## config.mk

```make
export PLATFORM = sky130hd
export DESIGN_NAME = rotary_encoder_with_press_classifier
export DESIGN_NICKNAME = d
export VERILOG_FILES = /design/src/rtl/rec_pkg.sv /design/src/rtl/rec_rotary.sv /design/src/rtl/rec_button.sv /design/src/rtl/rotary_encoder_with_press_classifier.sv
export VERILOG_INCLUDE_DIRS = /design/src /design/src/rtl
export SDC_FILE = /design/constraint.sdc
export NUM_CORES = 1
export LEC_CHECK = 0
export BUFFER_PORTS_ARGS = -buffer_cell sky130_fd_sc_hd__clkbuf_2
export CAP_MARGIN = 10
export CORE_MARGIN = 10
export CORE_UTILIZATION = 55
export CTS_BUF_LIST = sky130_fd_sc_hd__clkbuf_4 sky130_fd_sc_hd__clkbuf_8
export DETAILED_ROUTE_END_ITERATION = 16
export GPL_ROUTABILITY_DRIVEN = 0
export PLACE_DENSITY = 0.77
export SLEW_MARGIN = 20
export SYNTH_ARGS = -nofsm -noshare
export SYNTH_HDL_FRONTEND = slang
export SYNTH_SLANG_ARGS = --single-unit
```

## constraint.sdc

```tcl
create_clock -name aclk -period 4.9 [get_ports aclk]
set_clock_uncertainty 0.15 [all_clocks]
set_input_delay 0.98 -clock aclk [delete_from_list [all_inputs] [get_ports aclk]]
set_output_delay 0.98 -clock aclk [all_outputs]
set_load 0.05 [all_outputs]
```

## src/rtl/assert_macros.svh

```systemverilog
// assertion macros for the rtl top level
`ifndef ASSERT_MACROS_SVH
`define ASSERT_MACROS_SVH

`ifndef SYNTH

`define REC_ASSERT_IMPL(label, clk, rstn, ante, cons) \
    label: assert property (@(posedge clk) disable iff (!(rstn)) (ante) |-> (cons)) \
        else $error("assertion failed");

`define REC_ASSERT_NEXT(label, clk, rstn, ante, cons) \
    label: assert property (@(posedge clk) disable iff (!(rstn)) (ante) |=> (cons)) \
        else $error("assertion failed");

`else

`define REC_ASSERT_IMPL(label, clk, rstn, ante, cons)

`define REC_ASSERT_NEXT(label, clk, rstn, ante, cons)

`endif

`endif

```

## src/rtl/rec_pkg.sv

```systemverilog
// shared types, constants and the quadrature step table
package rec_pkg;

    localparam int HOLD_COUNTER_BITS_DEF = 16;

    localparam int CFG_W     = 16;
    localparam int CFG_IDX_W = 2;
    localparam int ELAPSED_W = 8;
    localparam int EVENT_W   = 3;
    localparam int DETENT_W  = 16;
    localparam int S_TDATA_W = 16;
    localparam int M_TDATA_W = 8;

    localparam logic [CFG_IDX_W-1:0] REG_DEBOUNCE       = 2'd0;
    localparam logic [CFG_IDX_W-1:0] REG_LONG_HOLD      = 2'd1;
    localparam logic [CFG_IDX_W-1:0] REG_VERY_LONG_HOLD = 2'd2;

    localparam logic [CFG_W-1:0] DEBOUNCE_RST       = 16'd25;
    localparam logic [CFG_W-1:0] LONG_HOLD_RST      = 16'd2000;
    localparam logic [CFG_W-1:0] VERY_LONG_HOLD_RST = 16'd5000;

    localparam logic [EVENT_W-1:0] EV_NONE     = 3'd0;
    localparam logic [EVENT_W-1:0] EV_CW       = 3'd1;
    localparam logic [EVENT_W-1:0] EV_CCW      = 3'd2;
    localparam logic [EVENT_W-1:0] EV_SHORT    = 3'd3;
    localparam logic [EVENT_W-1:0] EV_TWO_SEC  = 3'd4;
    localparam logic [EVENT_W-1:0] EV_FIVE_SEC = 3'd5;

    localparam logic [DETENT_W-1:0] DETENT_CW  = 16'h0004;
    localparam logic [DETENT_W-1:0] DETENT_CCW = 16'hFFFC;

    typedef struct packed {
        logic down;
        logic long_fired;
        logic very_long_fired;
    } btn_status_t;

    function automatic logic [DETENT_W-1:0] step_value(input logic [3:0] idx);
        logic [DETENT_W-1:0] v;
        case (idx)
            4'd1, 4'd7, 4'd8, 4'd14:  v = 16'hFFFF;
            4'd2, 4'd4, 4'd11, 4'd13: v = 16'h0001;
            4'd3, 4'd6, 4'd9, 4'd12:  v = 16'h000E;
            default:                  v = 16'h0000;
        endcase
        return v;
    endfunction

endpackage

```

## src/rtl/rec_rotary.sv

```systemverilog
// quadrature transition decoder with detent accumulator
module rec_rotary (
    input  logic                         aclk,
    input  logic                         aresetn,
    input  logic                         step_en,
    input  logic                         pin_a,
    input  logic                         pin_b,
    output logic [rec_pkg::EVENT_W-1:0]  rot_event
);

    logic [1:0]                    last_pair_reg;
    logic [1:0]                    last_pair_next;
    logic [rec_pkg::DETENT_W-1:0]  detent_sum_reg;
    logic [rec_pkg::DETENT_W-1:0]  detent_sum_next;
    logic [rec_pkg::DETENT_W-1:0]  detent_add;

    always_comb begin
        last_pair_next  = {pin_a, pin_b};
        detent_add      = detent_sum_reg + rec_pkg::step_value({last_pair_reg, pin_a, pin_b});
        detent_sum_next = detent_add;
        rot_event       = rec_pkg::EV_NONE;
        if (detent_add[1:0] == 2'b00) begin
            detent_sum_next = '0;
            if (detent_add == rec_pkg::DETENT_CW) begin
                rot_event = rec_pkg::EV_CW;
            end else if (detent_add == rec_pkg::DETENT_CCW) begin
                rot_event = rec_pkg::EV_CCW;
            end
        end
    end

    always_ff @(posedge aclk) begin
        if (!aresetn) begin
            last_pair_reg  <= '0;
            detent_sum_reg <= '0;
        end else if (step_en) begin
            last_pair_reg  <= last_pair_next;
            detent_sum_reg <= detent_sum_next;
        end
    end

endmodule

```

## src/rtl/rec_button.sv

```systemverilog
// push-button press classifier with saturating hold timer
module rec_button #(
    parameter int HOLD_COUNTER_BITS = rec_pkg::HOLD_COUNTER_BITS_DEF
) (
    input  logic                           aclk,
    input  logic                           aresetn,
    input  logic                           step_en,
    input  logic                           button_level,
    input  logic [rec_pkg::ELAPSED_W-1:0]  elapsed_ms,
    input  logic [rec_pkg::CFG_W-1:0]      debounce_ms,
    input  logic [rec_pkg::CFG_W-1:0]      long_hold_ms,
    input  logic [rec_pkg::CFG_W-1:0]      very_long_hold_ms,
    output logic [rec_pkg::EVENT_W-1:0]    btn_event,
    output rec_pkg::btn_status_t           status
);

    localparam int CMP_W = (HOLD_COUNTER_BITS > rec_pkg::CFG_W) ?
                           HOLD_COUNTER_BITS : rec_pkg::CFG_W;

    logic [HOLD_COUNTER_BITS-1:0] held_reg;
    logic [HOLD_COUNTER_BITS-1:0] held_next;
    logic [HOLD_COUNTER_BITS:0]   held_sum;
    logic [HOLD_COUNTER_BITS-1:0] held_upd;
    logic [CMP_W-1:0]             held_x;
    logic                         down_reg;
    logic                         down_next;
    logic                         long_reg;
    logic                         long_next;
    logic                         vlong_reg;
    logic                         vlong_next;

    always_comb begin
        held_sum   = {1'b0, held_reg} + (HOLD_COUNTER_BITS + 1)'(elapsed_ms);
        held_upd   = held_reg;
        if (down_reg) begin
            held_upd = held_sum[HOLD_COUNTER_BITS] ? '1 : held_sum[HOLD_COUNTER_BITS-1:0];
        end
        held_x     = CMP_W'(held_upd);
        held_next  = held_upd;
        down_next  = down_reg;
        long_next  = long_reg;
        vlong_next = vlong_reg;
        btn_event  = rec_pkg::EV_NONE;
        if (!button_level && !down_reg) begin
            held_next = '0;
            down_next = 1'b1;
        end else if (button_level && down_reg) begin
            down_next = 1'b0;
            if (long_reg) begin
                long_next = 1'b0;
            end else if (vlong_reg) begin
                vlong_next = 1'b0;
            end else if (held_x > CMP_W'(debounce_ms)) begin
                btn_event = rec_pkg::EV_SHORT;
            end
        end else if (down_reg && held_x > CMP_W'(long_hold_ms)) begin
            if (!long_reg && !vlong_reg) begin
                long_next = 1'b1;
                btn_event = rec_pkg::EV_TWO_SEC;
            end else if (held_x > CMP_W'(very_long_hold_ms) && !vlong_reg) begin
                long_next  = 1'b0;
                vlong_next = 1'b1;
                btn_event  = rec_pkg::EV_FIVE_SEC;
            end
        end
    end

    always_ff @(posedge aclk) begin
        if (!aresetn) begin
            held_reg  <= '0;
            down_reg  <= 1'b0;
            long_reg  <= 1'b0;
            vlong_reg <= 1'b0;
        end else if (step_en) begin
            held_reg  <= held_next;
            down_reg  <= down_next;
            long_reg  <= long_next;
            vlong_reg <= vlong_next;
        end
    end

    assign status.down            = down_reg;
    assign status.long_fired      = long_reg;
    assign status.very_long_fired = vlong_reg;

endmodule

```

## src/rtl/rotary_encoder_with_press_classifier.sv

```systemverilog
// top level: rotary encoder decoder with push-button press classifier
//
// s_ channel: one item per sample of the encoder pins, the button level
// (0 pressed), the milliseconds since the previous sample and a take flag.
// m_ channel: exactly one item per input item, carrying the sticky event
// code after that sample (0 none, 1 cw, 2 ccw, 3 short, 4 two-second,
// 5 five-second). A set take flag clears the event after it is reported.
// cfg channel: writes debounce_ms (0), long_hold_ms (1) and
// very_long_hold_ms (2); other indexes are ignored. Always ready; write
// only while no item is in flight.
// The output register takes the result at the same edge that accepts the
// item. Throughput is one item per cycle while the receiver is ready,
// as the state update feeds the output register directly.
// The input is ready whenever the output register is empty or being taken,
// so a stalled receiver holds the result and stops input after one item.
// Synchronous reset clears all state but the held output code, empties the
// output register and restores the register defaults (25, 2000, 5000).
`include "assert_macros.svh"

module rotary_encoder_with_press_classifier #(
    parameter int HOLD_COUNTER_BITS = rec_pkg::HOLD_COUNTER_BITS_DEF
) (
    input  logic                             aclk,
    input  logic                             aresetn,
    input  logic                             s_tvalid,
    output logic                             s_tready,
    // pin_a, pin_b, button_level, elapsed_ms[7:0], take_event, zero pad
    input  logic [rec_pkg::S_TDATA_W-1:0]    s_tdata,
    output logic                             m_tvalid,
    input  logic                             m_tready,
    // event_code[2:0], zero pad
    output logic [rec_pkg::M_TDATA_W-1:0]    m_tdata,
    input  logic                             cfg_valid,
    output logic                             cfg_ready,
    input  logic [rec_pkg::CFG_IDX_W-1:0]    cfg_index,
    input  logic [rec_pkg::CFG_W-1:0]        cfg_data
);

    logic                           in_acc;
    logic                           pin_a;
    logic                           pin_b;
    logic                           button_level;
    logic [rec_pkg::ELAPSED_W-1:0]  elapsed_ms;
    logic                           take_event;

    logic [rec_pkg::CFG_W-1:0]      debounce_reg;
    logic [rec_pkg::CFG_W-1:0]      long_hold_reg;
    logic [rec_pkg::CFG_W-1:0]      very_long_hold_reg;

    logic [rec_pkg::EVENT_W-1:0]    btn_event;
    logic [rec_pkg::EVENT_W-1:0]    rot_event;
    rec_pkg::btn_status_t           btn_status;

    logic [rec_pkg::EVENT_W-1:0]    pending_reg;
    logic [rec_pkg::EVENT_W-1:0]    pending_next;
    logic [rec_pkg::EVENT_W-1:0]    report;
    logic [rec_pkg::EVENT_W-1:0]    out_code_reg;
    logic                           out_valid_reg;

    assign pin_a        = s_tdata[0];
    assign pin_b        = s_tdata[1];
    assign button_level = s_tdata[2];
    assign elapsed_ms   = s_tdata[10:3];
    assign take_event   = s_tdata[11];

    assign s_tready  = !out_valid_reg || m_tready;
    assign in_acc    = s_tvalid && s_tready;
    assign cfg_ready = 1'b1;

    always_ff @(posedge aclk) begin
        if (!aresetn) begin
            debounce_reg       <= rec_pkg::DEBOUNCE_RST;
            long_hold_reg      <= rec_pkg::LONG_HOLD_RST;
            very_long_hold_reg <= rec_pkg::VERY_LONG_HOLD_RST;
        end else if (cfg_valid && cfg_ready) begin
            unique case (cfg_index)
                rec_pkg::REG_DEBOUNCE:       debounce_reg       <= cfg_data;
                rec_pkg::REG_LONG_HOLD:      long_hold_reg      <= cfg_data;
                rec_pkg::REG_VERY_LONG_HOLD: very_long_hold_reg <= cfg_data;
                default: ;
            endcase
        end
    end

    rec_button #(
        .HOLD_COUNTER_BITS (HOLD_COUNTER_BITS)
    ) u_button (
        .aclk              (aclk),
        .aresetn           (aresetn),
        .step_en           (in_acc),
        .button_level      (button_level),
        .elapsed_ms        (elapsed_ms),
        .debounce_ms       (debounce_reg),
        .long_hold_ms      (long_hold_reg),
        .very_long_hold_ms (very_long_hold_reg),
        .btn_event         (btn_event),
        .status            (btn_status)
    );

    rec_rotary u_rotary (
        .aclk      (aclk),
        .aresetn   (aresetn),
        .step_en   (in_acc),
        .pin_a     (pin_a),
        .pin_b     (pin_b),
        .rot_event (rot_event)
    );

    // button events win over rotation
    always_comb begin
        report = pending_reg;
        if (btn_event != rec_pkg::EV_NONE) begin
            report = btn_event;
        end else if (rot_event != rec_pkg::EV_NONE) begin
            report = rot_event;
        end
        pending_next = take_event ? rec_pkg::EV_NONE : report;
    end

    always_ff @(posedge aclk) begin
        if (!aresetn) begin
            pending_reg   <= rec_pkg::EV_NONE;
            out_valid_reg <= 1'b0;
        end else begin
            if (in_acc) begin
                pending_reg   <= pending_next;
                out_valid_reg <= 1'b1;
            end else if (m_tready) begin
                out_valid_reg <= 1'b0;
            end
        end
    end

    always_ff @(posedge aclk) begin
        if (in_acc) begin
            out_code_reg <= report;
        end
    end

    assign m_tvalid = out_valid_reg;
    assign m_tdata  = {{(rec_pkg::M_TDATA_W - rec_pkg::EVENT_W){1'b0}}, out_code_reg};

    `REC_ASSERT_NEXT(a_take_clears, aclk, aresetn, in_acc && take_event, pending_reg == rec_pkg::EV_NONE)
    `REC_ASSERT_NEXT(a_item_gives_result, aclk, aresetn, in_acc, m_tvalid)
    `REC_ASSERT_IMPL(a_flags_exclusive, aclk, aresetn, btn_status.long_fired, !btn_status.very_long_fired)
    `REC_ASSERT_IMPL(a_flags_need_press, aclk, aresetn, btn_status.long_fired || btn_status.very_long_fired, btn_status.down)
    `REC_ASSERT_IMPL(a_code_range, aclk, aresetn, m_tvalid, m_tdata[2:0] <= rec_pkg::EV_FIVE_SEC)

endmodule

```

Word level (Yosys, flattened, before mapping). Memory sizes are Yosys's and may differ from the RTL's. Index checks and enable logic that the tools add are counted.

Output and inout bits: 11. Latch bits: 0. Memory bits (writable): 0. Bits in read-only memories: 256. Register bits after elaboration: 92. Memories kept: 1.

Multiply operators: 0. $lt $le $gt $ge: 3. Muxes and demuxes: 31. Shifts and indexed selects: 0. Bitwise logic cells: 1. Reduce and logical (&&, ||, !) cells: 27. Equality and inequality tests: 6. $add $sub $neg: 2. Div/mod/pow operators: 0.

Memory list: (name not given) (words 16, width 16, rd ports 1, clocked after Yosys merged registers in 0, wr ports 0, RTL line rec_pkg.sv:40) `case (idx)`.

Operator list (number): $mux 16 (4); $gt 16x16->1 (3); $mux 3 (12); $add 16x8->17 (1); $add 16x16->16 (1); $eq 16x16->1 const B (1); $eq 16x3->1 const B (1); $mux 1 (13); $reduce_bool 3->1 (3); $reduce_and 2->1 (4); $reduce_bool 2->1 (4); $logic_and 1x1->1 (6); $reduce_and 6->1 (1); $logic_not 1->1 (5); $logic_not 2->1 (2); $mux 2 (2); $reduce_and 4->1 (1); $eq 2x1->1 const B (1); $eq 2x2->1 const B (1); $ne 2x1->1 const B (1); $ne 2x2->1 const B (1); $logic_or 1x1->1 (1); $not 1->1 (1).

Longest topological paths before layout. Gate-level depths: netlist of run 1.

Depth after elaboration: 13. Depth in mapped cells: 20. Gate-level depth less buffers: 20.

Modules after synthesis. A second synthesis of run 1 with hierarchy kept.

Cells, all modules: 817. Area, all modules: 6581.3 µm².

Modules (own cells, without submodules): rec_button (times used 1, cells each 363, area an instance 2741.4 µm²); rotary_encoder_with_press_classifier (times used 1, cells each 254, area an instance 2182.1 µm²); rec_rotary (times used 1, cells each 200, area an instance 1657.8 µm²).

Least setup slack after synthesis of run 1. No wires, ideal clock.

Kind: in2reg. From: input port s_tdata[3] (netlist bit). To: register pending_reg[0] (netlist bit). Library setup time: 74 ps. Arrival: 4643 ps. Stages on the path: 17. Slack: 33 ps. Path through: ha_1 -> fa_1 -> a211oi_1 -> o211a_1 -> or3_1 -> nor2_1 -> a31oi_1 -> a41oi_1 -> ha_1 -> nand3_1 -> nor3_1 -> a21bo_2 -> a21o_1 -> a211oi_2 -> a41oi_2 -> a311o_1 -> a31oi_1.

Cells in the longest elaborated chain, start to end: 13. Elaborated cells on any way between the ends: 19. Classes of those cells: add/sub (1); order compare (3); mux (12); reduce/logical (3).

RTL lines: start, declared (RTL line rotary_encoder_with_press_classifier.sv:28) `input logic [rec_pkg::S_TDATA_W-1:0] s_tdata,`; $add 16x8->17 * (RTL line rec_button.sv:33) `held_sum = {1'b0, held_reg} + (HOLD_COUNTER_BITS + 1)'(elapsed_ms);`; $mux 16 * (RTL line rec_button.sv:36) `held_upd = held_sum[HOLD_COUNTER_BITS] ? '1 : held_sum[HOLD_COUNTER_BITS-1:0];`; $mux 16 * (RTL line rec_button.sv:35) `if (down_reg) begin`; $gt 16x16->1 (RTL line rec_button.sv:60) `end else if (held_x > CMP_W'(very_long_hold_ms) && !vlong_reg) begin`; $logic_and 1x1->1 (RTL line rec_button.sv:60); $mux 3 (RTL line rec_button.sv:60); $mux 3 (RTL line rec_button.sv:57) `if (!long_reg && !vlong_reg) begin`; $mux 3 (RTL line rec_button.sv:56) `end else if (down_reg && held_x > CMP_W'(long_hold_ms)) begin`; $mux 3 * (RTL line rec_button.sv:47) `end else if (button_level && down_reg) begin`; $mux 3 * (RTL line rec_button.sv:44) `if (!button_level && !down_reg) begin`; $reduce_bool 3->1 (RTL line rotary_encoder_with_press_classifier.sv:112) `if (btn_event != rec_pkg::EV_NONE) begin`; $mux 3 * (RTL line rotary_encoder_with_press_classifier.sv:112); $mux 3 * (RTL line rotary_encoder_with_press_classifier.sv:117) `pending_next = take_event ? rec_pkg::EV_NONE : report;`; end signal, assigned (RTL line rotary_encoder_with_press_classifier.sv:122) `pending_reg <= rec_pkg::EV_NONE;`; end signal, assigned (RTL line rotary_encoder_with_press_classifier.sv:126) `pending_reg <= pending_next;`; end, declared (RTL line rotary_encoder_with_press_classifier.sv:54) `logic [rec_pkg::EVENT_W-1:0] pending_reg;`.

Mark *: on every way between the ends. The rest lies on a longest branch, timed or not. A chain may end at the register's enable or synchronous reset.

Worst setup path in the final report of run 1.
From: input port s_tdata[3] (netlist bit). To: register out_code_reg[1] (netlist bit), data pin.

Cells in the longest elaborated chain, start to end: 12. Elaborated cells on any way between the ends: 18. Classes of those cells: add/sub (1); order compare (3); mux (11); reduce/logical (3).

RTL lines: $add 16x8->17 * (RTL line rec_button.sv:33); $mux 16 * (RTL line rec_button.sv:36); $mux 16 * (RTL line rec_button.sv:35); $gt 16x16->1 (RTL line rec_button.sv:60); $logic_and 1x1->1 (RTL line rec_button.sv:60); $mux 3 (RTL line rec_button.sv:60); $mux 3 (RTL line rec_button.sv:57); $mux 3 (RTL line rec_button.sv:56); $mux 3 * (RTL line rec_button.sv:47); $mux 3 * (RTL line rec_button.sv:44); $reduce_bool 3->1 (RTL line rotary_encoder_with_press_classifier.sv:112); $mux 3 * (RTL line rotary_encoder_with_press_classifier.sv:112); named net report, one bit (RTL line rotary_encoder_with_press_classifier.sv:56) `logic [rec_pkg::EVENT_W-1:0] report;`; end signal, assigned (RTL line rotary_encoder_with_press_classifier.sv:136) `out_code_reg <= report;`; end, declared (RTL line rotary_encoder_with_press_classifier.sv:57) `logic [rec_pkg::EVENT_W-1:0] out_code_reg;`.

Mark *: on every way through the listed nets, which the timed path passes. The rest lies on a longest branch.

==> results.md, run 1 <==
Status:
- The flow ran to the end, but the final reports show violations.
- The checks that failed: setup timing.

Floorplan:
- The die span in x is 128 um.
- Measured along the y axis, the die boundary spans 128 um.
- The area enclosed by the die boundary is 16400 um2.
- 50 I/O pins were placed.
- The placeable core region is 11400 um2.
- In this run the core area contains 39 standard-cell rows.
- For this configuration, the core starts out at a cell density of 56.1%.

Layout:
- The antenna diode count is 0.
- For this run, the post-layout net count is 1011.
- The synthesis-to-finish area growth is 20.0%.
- The total area of sequential cells is 1870 um2.
- Of the cells placed in the final design, the portion with a size suffix greater than 1 is 22.6%.
- The area of combinational cells with multiple inputs is 4520 um2.
- The final instance area is 7680 um2.
- The filler cells instantiated in the layout total 894.

Logic synthesis:
- The post-synthesis share of cell area spent on xor and xnor gates is 3.13%.
- In the post-synthesis netlist, the cell with the most instances is sky130_fd_sc_hd__nand2_1.
- Yosys mapped the design onto 82 distinct sky130hd cell types.
- The main combinational cell family by area after synthesis is compound AO/OA/AOI/OAI gates.
- Yosys attributes the largest share of cell area to sky130_fd_sc_hd__dfxtp_1, sky130_fd_sc_hd__ha_1, sky130_fd_sc_hd__nand2_1.
- Summed over all instances, the cell type with the most area after synthesis is sky130_fd_sc_hd__dfxtp_1.
- The area fraction in compound gates after synthesis is 23.7%.
- After synthesis the cells add up to 6400 um2.
- The fraction of the mapped netlist area in simple logic gates is 21.3%.
- The post-synthesis register bit count is 92.
- Among all flip-flop cells after synthesis, the most frequent one is sky130_fd_sc_hd__dfxtp_1.
- The share of flip-flops with an asynchronous set or reset after synthesis is 0%.
- The Yosys step of the flow raised 0 warnings.
- The adder-cell share of the synthesized area is 15.1%.
- The count of mapped cells out of synthesis is 812.
- The number of enable flip-flop cells after synthesis is 3.
- A synthesized cell averages 7.88 um2.
- For this run, the register share of the synthesized area comes to 29.2%.
- After synthesis, the most frequently instantiated cells are sky130_fd_sc_hd__nand2_1, sky130_fd_sc_hd__dfxtp_1, sky130_fd_sc_hd__a21oi_1, sky130_fd_sc_hd__ha_1, sky130_fd_sc_hd__nor2_1.
- The area share of the leading cell type in the synthesized netlist is 27.8%.
- The proportion of synthesized area in mux cells is 1.17%.

STA:
- The pin slew with the least headroom to its limit is 0.853 ns.
- The final worst-path cycle share is 102%.
- The final count of negative-setup-slack endpoints is 4.
- The final critical path time including I/O delays and setup is 5.00 ns.
- The final count of hold timing violations is 0.
- The setup slack after layout is -0.0993 ns.
- In this run the tightest slew margin relative to its limit is 43.1%.
- Based on the critical path, the design can be clocked at up to 200 MHz.
- After routing, the total negative slack on setup checks comes to -0.150 ns.
- The count of final max-slew check failures is 0.

Setup path:
- Walking the worst path, the cells encountered are clkbuf_2, ha_2, fa_2, a211oi_2, o211a_1, or3_4, nor2_4, nand3_1, o21a_2, ha_1, inv_1, o221ai_2, a41oi_2, a21oi_2, o31ai_4, a211oi_4, o211ai_1, buf_4, buf_4, nand3_2, o21ai_2.
- STA classifies the critical path startpoint as an input port.
- The data required time of the worst path is 4.89 ns.
- Among the stages of the critical path, the cell type that occurs most often is sky130_fd_sc_hd__buf_4.
- The largest driver fanout on the critical path is 4.
- The type of destination of the critical path is a flip-flop.
- The combined buffer and inverter count along the critical path is 4.
- The type of the setup path with the least slack is input port to flip-flop.
- The largest individual stage delay along the critical path comes from the cell sky130_fd_sc_hd__or3_4.
- In this design, the stage delay of the slowest critical-path cell is 0.43 ns.
- Across all register-to-register paths, the minimum setup slack is 0.20 ns.
- On the critical path the largest part of the delay comes from compound AO/OA/AOI/OAI gates.
- The data arrival time of the critical path is 4.99 ns.

Drt:
- The count of antenna-violating nets left after detailed routing is 0.
- For this block, the routed nets add up to 18.4 mm of wire.
- The number of search-and-repair iterations in the first detailed-routing pass is 6.
- The number of design rule violations left after detail routing is 0.
- Dividing the detail-routed via count by the number of cells gives 6.07.
- The average wire per standard cell is 17.6 um.
- The number of violations reported at the end of detailed-routing iteration 0 is 671.
- The detailed router placed 6341 vias in this run.

GRT:
- The largest net degree at the start of global routing is 44.
- The met2 global-route usage is 35.0%.
- Global routing used 20.4% of the available tracks.
- In this run the most used layer during global routing was met2.
- The met1 track demand over resource is 25.4%.
- Global routing finished with a remaining overflow of 0.
- The number of global-route vias before repair came to 6064.
- The first global-routing pass estimated 28.2 mm of wire.
- The number of antenna violations at the first check in global routing is 0.
- The routing usage on met3 is 3.47%.

Power and ir drop:
- For this design the static power due to leakage is 3.34 nW.
- IR analysis of the VDD net gives a maximum drop of 0.133 mV.
- Power spread over the standard cell area amounts to 236 nW/um2.

Clock tree:
- The clock latency on the worst-skew pair is 0.39 ns.
- The root buffer cell is sky130_fd_sc_hd__clkbuf_8.
- The total number of H-tree levels is 3.
- The total clock sinks is 92.
- The maximum number of buffers from clock root to sink is 2.
- TritonCTS built the clock tree.
- The number of clock buffers added by TritonCTS is 9.
- The clock edge transition at the registers on the reported setup and hold paths is 0.10 ns.

Placement:
- The placed instances occupy a cell area of 7060 um2.
- The placement-stage worst setup slack is -0.560 ns.
- The HPWL after detailed placement is 12.6 mm.
- The number of buffer cells added on primary ports is 39.

Min path:
- In this run the worst hold path is classified as flip-flop to flip-flop.

Job:
- The reported max-cap violation count is 0.
-- placed cells by master, fill, tap and decap left out, drive strengths merged, types with 6 or more instances in the layout --
cell | netlist | final
nand3 | 21 | 21
clkbuf | 26 | 48
o21ai | 26 | 26
a21oi | 82 | 82
a21o | 11 | 11
a211oi | 12 | 12
buf | 9 | 66
and3 | 10 | 10
inv | 62 | 66
conb | 2 | 6
nand2 | 129 | 129
nor3 | 18 | 18
a31oi | 9 | 9
xor2 | 9 | 9
dfxtp | 89 | 89
o21a | 6 | 6
a22oi | 21 | 21
nand4 | 11 | 11
ha | 74 | 74
nor2 | 69 | 69
o211ai | 16 | 16
xnor2 | 13 | 13
-- final timing paths --
kind | start | to | cells after the start
setup / recovery | s_tdata[3] | out_code_reg[1] | 21
setup reg to reg | u_button.held_reg[0] | out_code_reg[1] | 20
hold reg to reg | debounce_reg[9] | debounce_reg[9] | 2
hold / removal | debounce_reg[9] | debounce_reg[9] | 2
-- power by group --
part / switching, mW / internal [mW]
combinational: 0.311 / 0.198
sequential: 0.0207 / 0.786
clock: 0.302 / 0.194
-- cell families (layout without fill, tap and decap cells) --
family | after synthesis | after routing
AND/OR/NAND/NOR | 295 | 295
AO/OA/AOI/OAI | 221 | 221
buffers and inverters | 98 | 183
flip-flops | 92 | 92
adder cells (fa/ha/maj) | 76 | 76
XOR/XNOR | 22 | 22
multiplexers | 6 | 6
other | 2 | 6
-- worst min-delay path: stages, from the launching register on --
cell and delay (ns):
sky130_fd_sc_hd__dfxtp_1 0.32, sky130_fd_sc_hd__nand2_1 0.05, sky130_fd_sc_hd__a21oi_1 0.05
-- repair_timing --
item | CTS | global route
endpoints found under the setup margin | 6 | 8
resized for setup | 8 | 63
pin swaps | 3 | 32
hold buffers | 0 | 0
setup buffers | 1 | 9
-- metrics by stage --
step           hold WS [ns]  power (mW)  instances  utilization (%)
2_1_floorplan         0.286        1.15        816                -
3_3_place_gp          0.296        1.27       1019             61.8
3_5_place_dp          0.296        1.30       1019             61.8
4_1_cts               0.310        1.78       1036             63.8
5_1_grt               0.330        1.89       1044             67.3
6_report              0.311        1.81       1044             67.3
-- cell type report --
class | instances | share of cell area (%)
Clock inverter | 6 | 0.586
Tap cell | 143 | 2.33
Clock buffer | 10 | 1.71
Sequential cell | 92 | 24.4
Inverter | 63 | 3.08
Timing Repair Buffer | 104 | 9.12
Multi-Input combinational cell | 626 | 58.8
-- metal layers --
| metal | routed length (um) | part of all wire, % |
|---|---|---|
| met2 | 9030 | 49 |
| met1 | 7780 | 42 |
| met3 | 1130 | 6.2 |
| met4 | 430 | 2.3 |
| met5 | 0 | 0 |
Power figures use the tool's default switching activity.
==> run 2: changes to the inputs <==
--- a/config.mk
+++ b/config.mk
@@ -10,9 +10,8 @@
 export CAP_MARGIN = 10
 export CORE_MARGIN = 10
-export CORE_UTILIZATION = 55
+export CORE_UTILIZATION = 35
 export CTS_BUF_LIST = sky130_fd_sc_hd__clkbuf_4 sky130_fd_sc_hd__clkbuf_8
 export DETAILED_ROUTE_END_ITERATION = 16
 export GPL_ROUTABILITY_DRIVEN = 0
-export PLACE_DENSITY = 0.77
 export SLEW_MARGIN = 20
 export SYNTH_ARGS = -nofsm -noshare
==> constraint.sdc (replaced) <==
create_clock -name aclk -period 6.19 [get_ports aclk]
set_clock_uncertainty 0.15 [all_clocks]
set_input_delay 1.238 -clock aclk [delete_from_list [all_inputs] [get_ports aclk]]
set_output_delay 1.238 -clock aclk [all_outputs]
set_load 0.1 [all_outputs]
==> run 2 against run 1 <==
Against the previous run:
- the run now ends clean
- highest routed layer unchanged
- worst hold slack worse by 0.0035 ns
- via count is 12% lower
- die area is 47% higher
- wire length is 12% lower
- count of clock-buffer cells in the layout is 1 higher
- largest cell class unchanged
- clock power is 11% lower
- global-route usage is 6.9 points lower
- non-clock buffer count is 58 lower
- design area is 8.9% lower
==> results.md, run 2 (synthesis gave the netlist of run 1 again) <==
Status:
- The flow ran to the end, and the final reports show no timing, DRC or antenna violations.

Setup path:
- The largest driver fanout on the critical path is 5 (+1).
- The endpoint identified for the worst register-to-register timing path is pending_reg[0].
- The element type at the critical path start is an input port.
- The register-to-register setup slack is 1.36 ns (+1.16 ns).
- The setup path with the least slack is of type input port to flip-flop.
- The critical path's largest stage delay is 0.42 ns (about the same).
- The combined buffer and inverter count along the critical path is 2 (-2).
- The cell count of the worst reg-to-reg path was 19 (-5.0%).
- The data arrival time of the critical path is 5.58 ns (+0.59 ns).
- The data required time of the worst path is 6.35 ns (+1.46 ns).
- The beginning of the worst register-to-register path is u_button.held_reg[0].
- The signal on the critical path passes through clkbuf_2, ha_1, fa_1, a211oi_1, o211a_1, or3_1, nor2_1, a31oi_1, a41oi_1, ha_1, nand3_1, nor3_1, buf_4, nand3_1, a21oi_1, o31ai_1, a211oi_2, a41oi_2, a311o_1, a31oi_1.
- The type of destination of the critical path is a flip-flop.
- Broken down by cell family, the worst path's largest delay share belongs to compound AO/OA/AOI/OAI gates.
- The library cell contributing the largest single delay on the critical path is sky130_fd_sc_hd__fa_1.

Floorplan:
- The initial cell density of the core is 35.6% (-20 points).
- The placeable core region came to 18000 um2 (+57%).
- The die span in y is 155 um (+21%).
- The die span in x is 155 um (+21%).
- The number of top-level pins is 50 (unchanged).
- The total number of placement rows came to 49 (+26%).
- The area enclosed by the die boundary is 24100 um2 (+47%).

Clock tree:
- The number of buffers created by CTS is 9 (unchanged).
- The maximum number of buffers from clock root to sink is 2 (unchanged).
- The count of hold-fix buffers inserted at cts is 0 (unchanged).
- The total clock sinks came to 92 (unchanged).
- The TritonCTS clock tree is yes.
- The total of cells resized after clock tree synthesis is 0 (-8).
- The clock latency on the worst-skew pair is 0.39 ns (about the same).
- The clock edge transition at the registers on the reported setup and hold paths is 0.10 ns (about the same).
- The root buffer cell is sky130_fd_sc_hd__clkbuf_8.
- The total number of H-tree levels is 3 (unchanged).
- The count of buffers added by post-CTS timing repair for setup was 0 (-1).

GRT:
- The overall overflow remaining after global route is 0 (unchanged).
- The number of global-route vias before repair was 5317 (-12%).
- The largest net degree at the start of global routing is 39 (-11%).
- The first-pass GRT wire length is 27.0 mm (-4.2%).
- The global-route usage over all layers is 13.5% (-6.9 points).
- The number of antenna violations at the first check in global routing came to 0 (unchanged).

Layout:
- The antenna diode count is 0 (unchanged).
- The leading cell type in the layout, fill and taps excluded is sky130_fd_sc_hd__nand2_1.
- The top cell types in the final layout, fill and taps aside, are sky130_fd_sc_hd__nand2_1, sky130_fd_sc_hd__dfxtp_1, sky130_fd_sc_hd__a21oi_1.
- The area of combinational cells with multiple inputs is 4160 um2 (-8.0%).
- The final standard cell utilization of the core was 39.0% (-28 points).
- The proportion of layout cells with a drive suffix above 1 came to 11.3% (-11 points).
- The total number of nets in the final design is 953 (-5.7%).
- The synthesis-to-finish area growth is 9.36%.
- The total area of sequential cells is 1870 um2 (unchanged).
- The count of fill cells added during filler insertion is 1886 (+110%).

Job:
- The reported max-cap violation count is 0 (unchanged).

Drt:
- The average wire per standard cell is 15.0 um (-15%).
- The number of vias per cell after detailed routing was 5.23 (-14%).
- The number of violations reported at the end of detailed-routing iteration 0 is 301 (-55%).
- The number of search-and-repair iterations in the first detailed-routing pass is 5 (-1).
- The number of design rule violations left after detail routing came to 0 (unchanged).
- The detailed-route via count is 5609 (-12%).
- The routed wire length is 16.1 mm (-12%).
- The count of antenna-violating nets left after detailed routing is 0 (unchanged).

Placement:
- The half-perimeter wire length after placement was 12.1 mm (-3.8%).
- The number of buffer cells added on primary ports came to 39 (unchanged).

Power and ir drop:
- The part of the total power dissipated in the clock network is 30.7% (+3.3 points).
- The portion of total power attributed to sequential cells is 44.3% (-0.2 points).
- The switching part of the total power is 33.8% (-1.2 points).
- The internal portion of total power is 951 uW (-19%).
- The power density over the cells is 205 nW/um2 (-13%).
- The peak supply drop is 0.111 mV (-17%).
- The power spent charging and discharging nets came to 486 uW (-23%).
- The static leakage power came to 3.00 nW (-10%).
- The combinational share of power was 25.0% (-3.1 points).

STA:
- The final count of negative-setup-slack endpoints is 0 (-4).
- The final count of hold timing violations is 0 (unchanged).
- The total negative slack for setup checks came to 0 ns (+0.150 ns).
- After layout, the worst path uses 87.6% of the clock period.
- The relative slew slack came to 39.6% (-3.5 points).
- The count of final max-slew check failures is 0 (unchanged).
- Setup repair after global routing left no endpoint under its margin.
- The final critical path time including I/O delays and setup is 5.42 ns.
- Based on the critical path, the design can be clocked at up to 184 MHz.
- The pin slew with the least headroom to its limit came to 0.906 ns (+0.0531 ns).

Min path:
- The end point of the most critical hold path is very_long_hold_reg[5].
- The startpoint of the lowest-slack hold path is very_long_hold_reg[5].
- The min-delay analysis places its worst path in the category flip-flop to flip-flop.
- The worst hold path stage count is 2 (unchanged).
-- run 2: metal layers --
layer | wire, um | vias to the layer above | GRT usage [%] | part of all wire [%]
li1 | - | 2940 | - | -
met1 | 8070 | 2576 | 18.1 | 50
met2 | 7160 | 76 | 21.4 | 45
met3 | 630 | 17 | 2.89 | 3.9
met4 | 216 | 0 | 4.01 | 1.3
met5 | 0 | - | 0 | 0
-- run 2: how the worst max path moves through the flow --
stage | depth (start not counted) | startpoint | to
final | 20 | s_tdata[3] | pending_reg[0]
after floorplan | 17 | s_tdata[3] | pending_reg[0]
after global routing | 21 | s_tdata[4] | pending_reg[1]
after detailed placement | 21 | s_tdata[4] | pending_reg[1]
after global placement | 22 | s_tdata[4] | pending_reg[0]
after CTS | 21 | s_tdata[4] | pending_reg[1]
-- run 2: through the flow --
stage	cell area (um2)	total power [mW]	hold slack (ns)	worst slack [ns]	cells
4_1_cts	7000	1.46	0.310	0.763	1072
3_5_place_dp	6800	1.01	0.297	0.375	1056
5_1_grt	7000	1.53	0.325	0.397	1072
3_3_place_gp	6800	1.01	0.292	0.400	1056
6_report	7000	1.44	0.308	0.770	1072
2_1_floorplan	6420	0.928	0.286	1.06	816
-- run 2: final cells by class --
class,count,area share [%]
inverter,63,3.38
clock inverter,5,0.822
timing repair buffer,46,3.54
clock buffer,11,2.07
sequential,92,26.7
tap,229,4.09
multi-input combinational,626,59.4
-- run 2: worst min-delay path, stage by stage, from the launching register on --
cell and delay [ns]:
sky130_fd_sc_hd__dfxtp_1 0.32, sky130_fd_sc_hd__nand2_1 0.05, sky130_fd_sc_hd__a21oi_1 0.05
-- run 2: power by group through the flow --
stage	clock network [mW]	registers [mW]	logic [mW]
after floorplan	0	0.656	0.272
after global placement	0	0.650	0.358
after detailed placement	0	0.651	0.359
after CTS	0.458	0.637	0.361
after global routing	0.481	0.640	0.407
final	0.441	0.637	0.360
